$ cat src/rtl/core/assert_macros.svh
// Assertion macros for the page allocator RTL.
`ifndef ASSERT_MACROS_SVH
`define ASSERT_MACROS_SVH

// Property must hold at every rising clock edge outside reset.
`define BPA_ASSERT(lbl, clk, rst_n, prop, msg) \
    lbl: assert property (@(posedge clk) disable iff (!rst_n) prop) else $error(msg);

// Condition must never be true at a rising clock edge outside reset.
`define BPA_NEVER(lbl, clk, rst_n, cond, msg) \
    lbl: assert property (@(posedge clk) disable iff (!rst_n) !(cond)) else $error(msg);

`endif

$ cat src/rtl/core/bpa_pkg.sv
// Package with constants, types and helper functions of the page allocator.
`timescale 1ns / 1ps

package bpa_pkg;

    // Pool geometry.
    localparam int MAX_PAGES   = 1024;
    localparam int WORD_BITS   = 32;
    localparam int PAGE_SHIFT  = 12;
    localparam int NUM_WORDS   = MAX_PAGES / WORD_BITS;
    localparam int WORD_IDX_W  = $clog2(NUM_WORDS);
    localparam int BIT_IDX_W   = $clog2(WORD_BITS);
    localparam int PAGE_IDX_W  = WORD_IDX_W + BIT_IDX_W;

    // Field and register widths.
    localparam int ADDR_W      = 32;
    localparam int PAGE_NUM_W  = ADDR_W - PAGE_SHIFT;
    localparam int BASE_W      = 20;
    localparam int COUNT_W     = 11;
    localparam int CFG_DATA_W  = 20;
    localparam int OUT_DATA_W  = 40;

    localparam logic [COUNT_W-1:0] COUNT_MAX = {COUNT_W{1'b1}};
    localparam logic [COUNT_W-1:0] LIMIT_MAX = COUNT_W'(MAX_PAGES);

    // Configuration register indexes.
    typedef enum logic [0:0] {
        CFG_BASE_PAGE  = 1'b0,
        CFG_PAGE_COUNT = 1'b1
    } t_cfg_idx;

    // Request kinds.
    typedef enum logic [0:0] {
        KIND_ALLOC = 1'b0,
        KIND_FREE  = 1'b1
    } t_kind;

    // Result status codes.
    typedef enum logic [1:0] {
        ST_OK        = 2'd0,
        ST_EXHAUSTED = 2'd1,
        ST_REJECTED  = 2'd2
    } t_status;

    // Active pool configuration seen by the sequencer.
    typedef struct packed {
        logic [BASE_W-1:0]  base_page;
        logic [COUNT_W-1:0] limit;
    } t_cfg;

    // Bitmap memory access from the sequencer.
    typedef struct packed {
        logic                  we;
        logic [WORD_IDX_W-1:0] wr_addr;
        logic [WORD_BITS-1:0]  wdata;
        logic [WORD_IDX_W-1:0] rd_addr;
    } t_mem_req;

    // Finished result offered to the output register.
    typedef struct packed {
        logic              valid;
        logic [ADDR_W-1:0] addr;
        t_status           status;
    } t_res;

    // Index of the lowest set bit of a bitmap word (0 when the word is zero).
    function automatic logic [BIT_IDX_W-1:0] lowest_set(input logic [WORD_BITS-1:0] w);
        logic [BIT_IDX_W-1:0] r;
        r = '0;
        for (int i = WORD_BITS - 1; i >= 0; i--) begin
            if (w[i]) begin
                r = BIT_IDX_W'(i);
            end
        end
        return r;
    endfunction

endpackage

$ cat src/rtl/core/bitmap_page_allocator.sv
// Top level of the first-fit bitmap page allocator.
//
// Channel   Dir  Handshake                     Payload
// s_axis    in   s_axis_tvalid/s_axis_tready   tdata: free_addr, tuser: kind
// m_axis    out  m_axis_tvalid/m_axis_tready   tdata: page_addr, status
// cfg       in   i_cfg_we                      i_cfg_idx, i_cfg_data
//
// An allocate scans the bitmap words (0 to 32, one per cycle through the read port), writes
// the taken bit and offers the result, or offers it with no write when no page is free.
// A free runs an address check, a bitmap read, a read-modify-write and the result, or stops
// after the address check when that check refuses it.
// Synchronous reset marks every page free through per-row valid bits at once.
// A result waits in the output register; a stalled output holds the sequencer
// only when a second result is ready before the first is taken.
`timescale 1ns / 1ps

`include "assert_macros.svh"

module bitmap_page_allocator
    import bpa_pkg::*;
(
    input  logic                  i_clk,
    input  logic                  i_rst_n,
    // Configuration write port.
    input  logic                  i_cfg_we,
    input  logic [0:0]            i_cfg_idx,
    input  logic [CFG_DATA_W-1:0] i_cfg_data,
    // Request stream.
    input  logic                  s_axis_tvalid,
    output logic                  s_axis_tready,
    input  logic [ADDR_W-1:0]     s_axis_tdata,   // [31:0] free_addr
    input  logic [0:0]            s_axis_tuser,   // [0] kind
    // Result stream.
    output logic                  m_axis_tvalid,
    input  logic                  m_axis_tready,
    output logic [OUT_DATA_W-1:0] m_axis_tdata    // [31:0] page_addr, [33:32] status
);

    logic [BASE_W-1:0]  r_base_page;
    logic [COUNT_W-1:0] r_page_count;
    t_cfg               cfg;
    t_mem_req           mem_req;
    logic [WORD_BITS-1:0] mem_rdata;
    t_res               res;
    logic               res_take;
    logic               r_out_valid;
    logic [ADDR_W-1:0]  r_out_addr;
    t_status            r_out_status;

    // Configuration registers.
    always_ff @(posedge i_clk) begin
        if (!i_rst_n) begin
            r_base_page  <= '0;
            r_page_count <= LIMIT_MAX;
        end else if (i_cfg_we) begin
            unique case (t_cfg_idx'(i_cfg_idx))
                CFG_BASE_PAGE:  r_base_page  <= i_cfg_data[BASE_W-1:0];
                CFG_PAGE_COUNT: r_page_count <= i_cfg_data[COUNT_W-1:0];
                default: ;
            endcase
        end
    end

    // Usable pages stop at the bitmap capacity.
    assign cfg.base_page = r_base_page;
    assign cfg.limit     = (r_page_count > LIMIT_MAX) ? LIMIT_MAX : r_page_count;

    bpa_ctrl u_ctrl (
        .i_clk       (i_clk),
        .i_rst_n     (i_rst_n),
        .i_cfg       (cfg),
        .i_req_valid (s_axis_tvalid),
        .o_req_ready (s_axis_tready),
        .i_req_kind  (t_kind'(s_axis_tuser[0])),
        .i_req_addr  (s_axis_tdata),
        .o_mem       (mem_req),
        .i_mem_rdata (mem_rdata),
        .o_res       (res),
        .i_res_take  (res_take)
    );

    bpa_bitmap u_bitmap (
        .i_clk   (i_clk),
        .i_rst_n (i_rst_n),
        .i_req   (mem_req),
        .o_rdata (mem_rdata)
    );

    // Output register: loads a finished result when empty or being drained.
    assign res_take = !r_out_valid || m_axis_tready;

    always_ff @(posedge i_clk) begin
        if (!i_rst_n) begin
            r_out_valid <= 1'b0;
        end else if (res_take) begin
            r_out_valid <= res.valid;
        end
    end

    always_ff @(posedge i_clk) begin
        if (res_take && res.valid) begin
            r_out_addr   <= res.addr;
            r_out_status <= res.status;
        end
    end

    assign m_axis_tvalid = r_out_valid;
    assign m_axis_tdata  = {{(OUT_DATA_W - ADDR_W - 2){1'b0}}, r_out_status, r_out_addr};

    // A failed request never carries a page address.
    `BPA_ASSERT(a_fail_addr_zero, i_clk, i_rst_n, (m_axis_tvalid && (m_axis_tdata[33:32] != ST_OK)) |-> (m_axis_tdata[31:0] == '0), "failed request returned a nonzero address")
    // The sequencer is busy in the cycle after it takes a beat.
    `BPA_ASSERT(a_busy_after_accept, i_clk, i_rst_n, (s_axis_tvalid && s_axis_tready) |=> !s_axis_tready, "request port ready right after an accept")
    // A new result appears only after the sequencer was busy.
    `BPA_ASSERT(a_result_after_work, i_clk, i_rst_n, $rose(m_axis_tvalid) |-> $past(!s_axis_tready), "result appeared without a busy sequencer")
    // Allocated addresses stay page aligned.
    `BPA_NEVER(a_addr_aligned, i_clk, i_rst_n, m_axis_tvalid && (m_axis_tdata[11:0] != '0), "page address not aligned")

endmodule

$ cat src/rtl/core/bpa_bitmap.sv
// Free-page bitmap memory with per-row valid bits that read as all free.
`timescale 1ns / 1ps

module bpa_bitmap
    import bpa_pkg::*;
(
    input  logic                 i_clk,
    input  logic                 i_rst_n,
    input  t_mem_req             i_req,
    output logic [WORD_BITS-1:0] o_rdata
);

    logic [WORD_BITS-1:0] r_mem [NUM_WORDS];
    logic [WORD_BITS-1:0] r_rdata;
    logic [NUM_WORDS-1:0] r_row_valid;
    logic                 r_rd_valid;

    // Memory array: one write port, one registered read port.
    always_ff @(posedge i_clk) begin
        if (i_req.we) begin
            r_mem[i_req.wr_addr] <= i_req.wdata;
        end
        r_rdata <= r_mem[i_req.rd_addr];
    end

    // Row valid bits: a row never written since reset holds all free pages.
    always_ff @(posedge i_clk) begin
        if (!i_rst_n) begin
            r_row_valid <= '0;
            r_rd_valid  <= 1'b0;
        end else begin
            if (i_req.we) begin
                r_row_valid[i_req.wr_addr] <= 1'b1;
            end
            r_rd_valid <= r_row_valid[i_req.rd_addr];
        end
    end

    assign o_rdata = r_rd_valid ? r_rdata : {WORD_BITS{1'b1}};

endmodule

$ cat src/rtl/core/bpa_ctrl.sv
// Request sequencer: word scan with a single first-set search reused for every word, and page frees.
`timescale 1ns / 1ps

module bpa_ctrl
    import bpa_pkg::*;
(
    input  logic                 i_clk,
    input  logic                 i_rst_n,
    input  t_cfg                 i_cfg,
    input  logic                 i_req_valid,
    output logic                 o_req_ready,
    input  t_kind                i_req_kind,
    input  logic [ADDR_W-1:0]    i_req_addr,
    output t_mem_req             o_mem,
    input  logic [WORD_BITS-1:0] i_mem_rdata,
    output t_res                 o_res,
    input  logic                 i_res_take
);

    typedef enum logic [6:0] {
        S_IDLE   = 7'b0000001,
        S_A_SCAN = 7'b0000010,
        S_A_WR   = 7'b0000100,
        S_F_CHK  = 7'b0001000,
        S_F_RD   = 7'b0010000,
        S_F_WR   = 7'b0100000,
        S_DONE   = 7'b1000000
    } t_state;

    t_state                 r_state, n_state;
    logic [WORD_IDX_W-1:0]  r_word, n_word;
    logic [WORD_IDX_W-1:0]  r_chk, n_chk;
    logic [PAGE_IDX_W-1:0]  r_idx, n_idx;
    logic [WORD_BITS-1:0]   r_wdata, n_wdata;
    logic [ADDR_W-1:0]      r_addr, n_addr;
    logic [ADDR_W-1:0]      r_res_addr, n_res_addr;
    t_status                r_res_status, n_res_status;
    logic [COUNT_W-1:0]     r_count, n_count;

    // Search unit and free bit-select signals.
    logic [COUNT_W-1:0]     word_start;
    logic [COUNT_W-1:0]     next_start;
    logic [COUNT_W-1:0]     remain;
    logic [WORD_BITS-1:0]   limit_mask;
    logic [WORD_BITS-1:0]   masked;
    logic [BIT_IDX_W-1:0]   hit_bit;
    logic [WORD_BITS-1:0]   bit_sel;

    // Free address checks.
    logic [PAGE_NUM_W-1:0]  page_num;
    logic [PAGE_NUM_W-1:0]  page_off;
    logic                   free_bad;
    logic [PAGE_NUM_W-1:0]  alloc_page;

    // Mask off pages at or beyond the pool limit inside the word being checked.
    always_comb begin
        word_start = {{(COUNT_W - PAGE_IDX_W){1'b0}}, r_chk, {BIT_IDX_W{1'b0}}};
        next_start = COUNT_W'({1'b0, r_chk} + 1'b1) << BIT_IDX_W;
        remain     = i_cfg.limit - word_start;
        if (remain >= COUNT_W'(WORD_BITS)) begin
            limit_mask = {WORD_BITS{1'b1}};
        end else begin
            limit_mask = (WORD_BITS'(1) << remain[BIT_IDX_W-1:0]) - WORD_BITS'(1);
        end
        masked  = i_mem_rdata & limit_mask;
        hit_bit = lowest_set(masked);
        bit_sel = WORD_BITS'(1) << r_idx[BIT_IDX_W-1:0];
    end

    // Free address to pool index, and the allocated page number.
    always_comb begin
        page_num   = r_addr[ADDR_W-1:PAGE_SHIFT];
        page_off   = page_num - i_cfg.base_page;
        free_bad   = (page_num < i_cfg.base_page) || (r_count == '0) ||
                     (page_off >= PAGE_NUM_W'(i_cfg.limit));
        alloc_page = i_cfg.base_page + PAGE_NUM_W'(r_idx);
    end

    // Sequencer next state.
    always_comb begin
        n_state      = r_state;
        n_word       = r_word;
        n_chk        = r_chk;
        n_idx        = r_idx;
        n_wdata      = r_wdata;
        n_addr       = r_addr;
        n_res_addr   = r_res_addr;
        n_res_status = r_res_status;
        n_count      = r_count;
        o_mem.we      = 1'b0;
        o_mem.wr_addr = r_idx[PAGE_IDX_W-1:BIT_IDX_W];
        o_mem.wdata   = r_wdata;
        o_mem.rd_addr = r_word;

        unique case (r_state)
            S_IDLE: begin
                // Word 0 is read here so the scan sees it on its first cycle.
                o_mem.rd_addr = '0;
                if (i_req_valid) begin
                    n_addr       = i_req_addr;
                    n_res_addr   = '0;
                    n_res_status = ST_OK;
                    n_word       = WORD_IDX_W'(1);
                    n_chk        = '0;
                    if (i_req_kind == KIND_FREE) begin
                        n_state = S_F_CHK;
                    end else if (i_cfg.limit == '0) begin
                        n_res_status = ST_EXHAUSTED;
                        n_state      = S_DONE;
                    end else begin
                        n_state = S_A_SCAN;
                    end
                end
            end
            S_A_SCAN: begin
                // One word checked per cycle while the next one is read.
                if (masked != '0) begin
                    n_idx   = {r_chk, hit_bit};
                    n_wdata = i_mem_rdata & ~(WORD_BITS'(1) << hit_bit);
                    n_state = S_A_WR;
                end else if (next_start >= i_cfg.limit) begin
                    n_res_status = ST_EXHAUSTED;
                    n_state      = S_DONE;
                end else begin
                    n_chk  = r_chk + 1'b1;
                    n_word = r_word + 1'b1;
                end
            end
            S_A_WR: begin
                o_mem.we   = 1'b1;
                n_res_addr = {alloc_page, {PAGE_SHIFT{1'b0}}};
                if (r_count != COUNT_MAX) begin
                    n_count = r_count + 1'b1;
                end
                n_state = S_DONE;
            end
            S_F_CHK: begin
                if (free_bad) begin
                    n_res_status = ST_REJECTED;
                    n_state      = S_DONE;
                end else begin
                    n_idx   = page_off[PAGE_IDX_W-1:0];
                    n_word  = page_off[PAGE_IDX_W-1:BIT_IDX_W];
                    n_state = S_F_RD;
                end
            end
            S_F_RD: begin
                n_state = S_F_WR;
            end
            S_F_WR: begin
                // A page that is already free is a double free.
                if ((i_mem_rdata & bit_sel) != '0) begin
                    n_res_status = ST_REJECTED;
                end else begin
                    o_mem.we    = 1'b1;
                    o_mem.wdata = i_mem_rdata | bit_sel;
                    n_count     = r_count - 1'b1;
                end
                n_state = S_DONE;
            end
            S_DONE: begin
                if (i_res_take) begin
                    n_state = S_IDLE;
                end
            end
            default: begin
                n_state = S_IDLE;
            end
        endcase
    end

    // Control registers.
    always_ff @(posedge i_clk) begin
        if (!i_rst_n) begin
            r_state <= S_IDLE;
            r_count <= '0;
            r_word  <= '0;
            r_chk   <= '0;
        end else begin
            r_state <= n_state;
            r_count <= n_count;
            r_word  <= n_word;
            r_chk   <= n_chk;
        end
    end

    // Payload registers.
    always_ff @(posedge i_clk) begin
        r_idx        <= n_idx;
        r_wdata      <= n_wdata;
        r_addr       <= n_addr;
        r_res_addr   <= n_res_addr;
        r_res_status <= n_res_status;
    end

    assign o_req_ready  = (r_state == S_IDLE);
    assign o_res.valid  = (r_state == S_DONE);
    assign o_res.addr   = r_res_addr;
    assign o_res.status = r_res_status;

endmodule
$ cat config.mk
export PLATFORM = sky130hd
export DESIGN_NAME = bitmap_page_allocator
export DESIGN_NICKNAME = d
export VERILOG_FILES = /design/src/rtl/core/bpa_pkg.sv /design/src/rtl/core/bitmap_page_allocator.sv /design/src/rtl/core/bpa_bitmap.sv /design/src/rtl/core/bpa_ctrl.sv
export VERILOG_INCLUDE_DIRS = /design/src /design/src/rtl/core
export SDC_FILE = /design/constraint.sdc
export NUM_CORES = 2
export LEC_CHECK = 0
export BUFFER_PORTS_ARGS = -buffer_cell sky130_fd_sc_hd__buf_4
export CAP_MARGIN = 20
export CELL_PAD_IN_SITES_DETAIL_PLACEMENT = 0
export CELL_PAD_IN_SITES_GLOBAL_PLACEMENT = 1
export CORE_UTILIZATION = 28
export CTS_CLUSTER_SIZE = 8
export DETAILED_ROUTE_END_ITERATION = 8
export MAX_ROUTING_LAYER = met4
export PLACE_DENSITY = 0.46
export RECOVER_POWER = 50
export SYNTH_ARGS = -nofsm -noshare
export SYNTH_HDL_FRONTEND = slang
export SYNTH_SLANG_ARGS = --single-unit
$ cat constraint.sdc
create_clock -name i_clk -period 6.6 [get_ports i_clk]
set_input_delay 1.32 -clock i_clk [delete_from_list [all_inputs] [get_ports i_clk]]
set_output_delay 1.32 -clock i_clk [all_outputs]
set_load 0.02 [all_outputs]
==> run_results.csv <==
group,metric,value,unit
power_and_ir_drop,powerDensity,300,nW/um2
grt,antenna_found_initial,7,
floorplan,rows,162,
cts,clockBufferDepth,3,
grt,grt_pass1_wl,281000,um
synth,synth-seq-cells,1255,
sta,finalClockSkew,0.0348,ns
worst_setup_path,startpoint_type,"flop",
detailed_routing,avgViaCountPerCell,4.95,
cts,cts_sinks,1255,
cells_and_area,fillCellCount,19648,
cts,htreeDepth,4,
detailed_routing,finalWirelength,197000,um
synth,ys_seq_area_share,66.1,%
power_and_ir_drop,power_frac_seq,45.6,%
placed_design,place_congestion,0.919,
sta,setup_viol,0,
synth,yosysWarnings,0,
worst_setup_path,required,7.06,ns
worst_setup_path,worst_setup_path_end_kind,"flop",
cts,clk-insertion-delay-late,0.82,ns
worst_setup_path,critPathMaxStageDelay,1.47,ns
detailed_routing,wl_per_cell,25.5,um
placed_design,place_hpwl,114000,um
worst_setup_path,critical_path.cell_chain,"mux2i_1 > a221oi_1 > or4_1 > a2111oi_0 > a41o_1 > o2111ai_1 > or2_2 > nand2_1 > nand3_1 > clkbuf_1 > nor2_1 > buf_4",
synth,synth_compound_area_share,11.7,%
power_and_ir_drop,switching_share,25.8,%
worst_setup_path,arrival,6.58,ns
floorplan,core_area,195000,um2
floorplan,die-area,199000,um2
power_and_ir_drop,design_power_total,19.3,mW
sta,final.setup.worst_slack,0.487,ns
grt,grt_use_met1,27.2,%
synth,synth_fa_ha_area_share,1.58,%
cells_and_area,final_cells,7728,
cts,cts_tree,"done",
synth,synth_edf_count,1130,
floorplan,initial_core_util,28.2,%
synth,synth_cells,4880,
flow_run,max-cap-violations,20,
run_status,outcome,"complete, but fails checks",
synth,yosys.cell_types.count,86,
grt,grt_max_degree,185,
sta,fmax,164,MHz
sta,worstMarginPinSlew,2.74,ns
cts,cts_root_buf,"clkbuf_16",
cells_and_area,final_cell_mix,"1130 x edfxtp_1, 841 x nand2_1, 587 x nor2_1, 361 x nand3_1, 254 x a21oi_1",
synth,ys.flop_type,"edfxtp_1",
worst_setup_path,cp_slowest_cell,"nor2_1",
worst_setup_path,worst-path-buf-inv,2,
power_and_ir_drop,switchingPower,4.98,mW
cells_and_area,layout-drive-gt1-share,8.75,%
synth,synth_top_family_by_area,"simple AND/OR/NAND/NOR gates",
placed_design,dp_slack,1.28,ns
power_and_ir_drop,vdd_drop_max,0.279,mV
cells_and_area,nets,5103,
cts,clkTransAtPathRegs,0.05,ns
worst_hold_path,hp-class,"flop to flop",
grt,grt_pass1_vias,37409,
sta,period_share,92.6,%
cells_and_area,areaGrowthSynthToFinish,16.8,%
synth,netlist.area_leader.share,61.6,%
synth,async_reset_ff_share,0,%
detailed_routing,via_count,38283,
worst_setup_path,worstSetupPathType,"flop to flop",
sta,finalHoldViolCount,0,
grt,top_usage_layer,"met2",
grt,grtUsageMet2,32.1,%
sta,finalMaxSlewViolations,605,
sta,final.min_clock_period,6.11,ns
floorplan,die_w,446,um
placed_design,io_buffers,70,
synth,syn_area,55100,um2
synth,yosys-mux-area-fraction,1.05,%
synth,syn_avg_cell_area,11.3,um2
worst_setup_path,crit_fanout,10,
cts,cts_buffers,177,
sta,tns,0,ns
floorplan,die_h,446,um
grt,track_usage,20.2,%
power_and_ir_drop,clkPwrFrac,44.2,%
placed_design,dp.cells,7422,
detailed_routing,ant_nets,0,
detailed_routing,drc,0,
detailed_routing,drt_pass1_iterations,6,
worst_setup_path,r2r_slack,0.49,ns
power_and_ir_drop,combPwrFrac,10.2,%
cells_and_area,layout_commonest_cell,"edfxtp_1",
floorplan,ioPinCount,101,
run_status,violations,"capacitance limit, slew limit",
synth,synth.area.top_cells,"edfxtp_1 62%, nand2_1 5.8%, dfxtp_1 4.5%",
cts,ctsResizeCount,0,
sta,max_slew_margin,-82.7,%
grt,grt_overflow_total,0,
sta,grt_setup_unrepaired,"false",
grt,grt_util_met3,2.76,%
power_and_ir_drop,p_leak,21.3,nW
sta,whs,0.415,ns
worst_setup_path,path_delay_family,"simple AND/OR/NAND/NOR gates",
cts,cts_hold_buf,0,
synth,yosys.area.top_type,"edfxtp_1",
synth,yosys.area_share.simple,15.8,%
synth,synthXorXnorAreaFrac,0.715,%
cts,cts_setup_buffers,0,
detailed_routing,drt_iter0_markers,2867,
power_and_ir_drop,power.internal,14.3,mW
[per-stage QoR]
step | util [%] | instance area [um2]
6_report | 33.0 | 64400
5_1_grt | 33.0 | 64400
4_1_cts | 33.3 | 65000
3_5_place_dp | 30.7 | 59900
3_3_place_gp | 30.7 | 59800
2_1_floorplan | - | 55200
[registers in the layout, summed over array words and instances (netlist names), 7 cells and up]
signal and count:
u_bitmap.r_mem 1024, r_page_count 11, u_ctrl.r_res_addr 20, u_ctrl.r_addr 20, r_base_page 20, u_ctrl.r_count 11
u_bitmap.r_row_valid 32, u_ctrl.r_state 7, u_ctrl.r_wdata 32, r_out_addr 20, u_bitmap.r_rdata 32, u_ctrl.r_idx 10
[routing by layer]
layer / share of wire [%] / vias up
met5: 0 / -
met2: 47 / 758
met3: 3.7 / 233
li1: - / 18062
met1: 47 / 19230
met4: 2.3 / 0
[Yosys cell counts (7+ instances only)]
cell type  instances
inv_1             75
a211oi_1         115
a21oi_1          254
o21ai_0          163
nand4_1            9
a21o_1            20
dfxtp_1          125
o22ai_1           10
nand3_1          361
and3_1             7
nor2_1           607
clkbuf_1         289
ha_1              63
nand2_1          846
mux2_2            29
or4_1              8
edfxtp_1        1130
nor2b_1           21
o21a_1            36
a31oi_1           91
and2_1             7
buf_4             19
mux2i_1           25
xor2_1            11
nand2b_1          33
or2_2              9
nand3b_1          16
buf_1             27
nor4_1            16
xnor2_1           34
o211ai_1         214
a21boi_0           8
nor3_1            67
[worst reg2reg max path, stage by stage (launching register included)]
cell and delay (ns):
edfxtp_1 0.71, mux2i_1 0.28, a221oi_1 0.09, or4_1 0.59, a2111oi_0 0.58, a41o_1 0.17
o2111ai_1 0.40, or2_2 0.47, nand2_1 0.10, nand3_1 0.08, clkbuf_1 0.29, nor2_1 1.47
buf_4 0.50
[final timing paths]
check,from,end,cells past startpoint
setup / recovery,u_ctrl.r_idx[3],u_bitmap.r_mem[15][28],12
setup reg to reg,u_ctrl.r_idx[3],u_bitmap.r_mem[15][28],12
hold reg to reg,u_ctrl.r_res_addr[14],r_out_addr[14],0
hold / removal,u_ctrl.r_res_addr[14],r_out_addr[14],0
[layout make-up]
class	count	area, um2	area share, %
inverters	80	308	0.478
well taps	2624	3280	5.10
repair buffers	243	1970	3.05
clock buffers	288	4950	7.69
clock inverters	13	163	0.253
multi-input cells	3220	17300	26.8
flip-flops and latches	1255	36400	56.6
diodes	5	12.5	0.0194
[power groups by stage]
stage	combinational [mW]	clock, mW	sequential (mW)
after floorplan	1.34	0	8.87
after detailed placement	2.00	0	8.97
after global routing	2.19	9.08	8.81
final	1.97	8.53	8.82
after global placement	2.00	0	8.97
after CTS	2.00	8.79	8.81
[cell families (layout without fill, tap and decap cells)]
family,after synthesis,count (layout)
fa+ha+maj,67,67
mux,54,54
other cells,1,23
xor+xnor,45,45
simple gates,2038,2038
flops,1255,1255
compound gates,998,998
buf+inv,422,624
(Power assumes the default switching activity.)
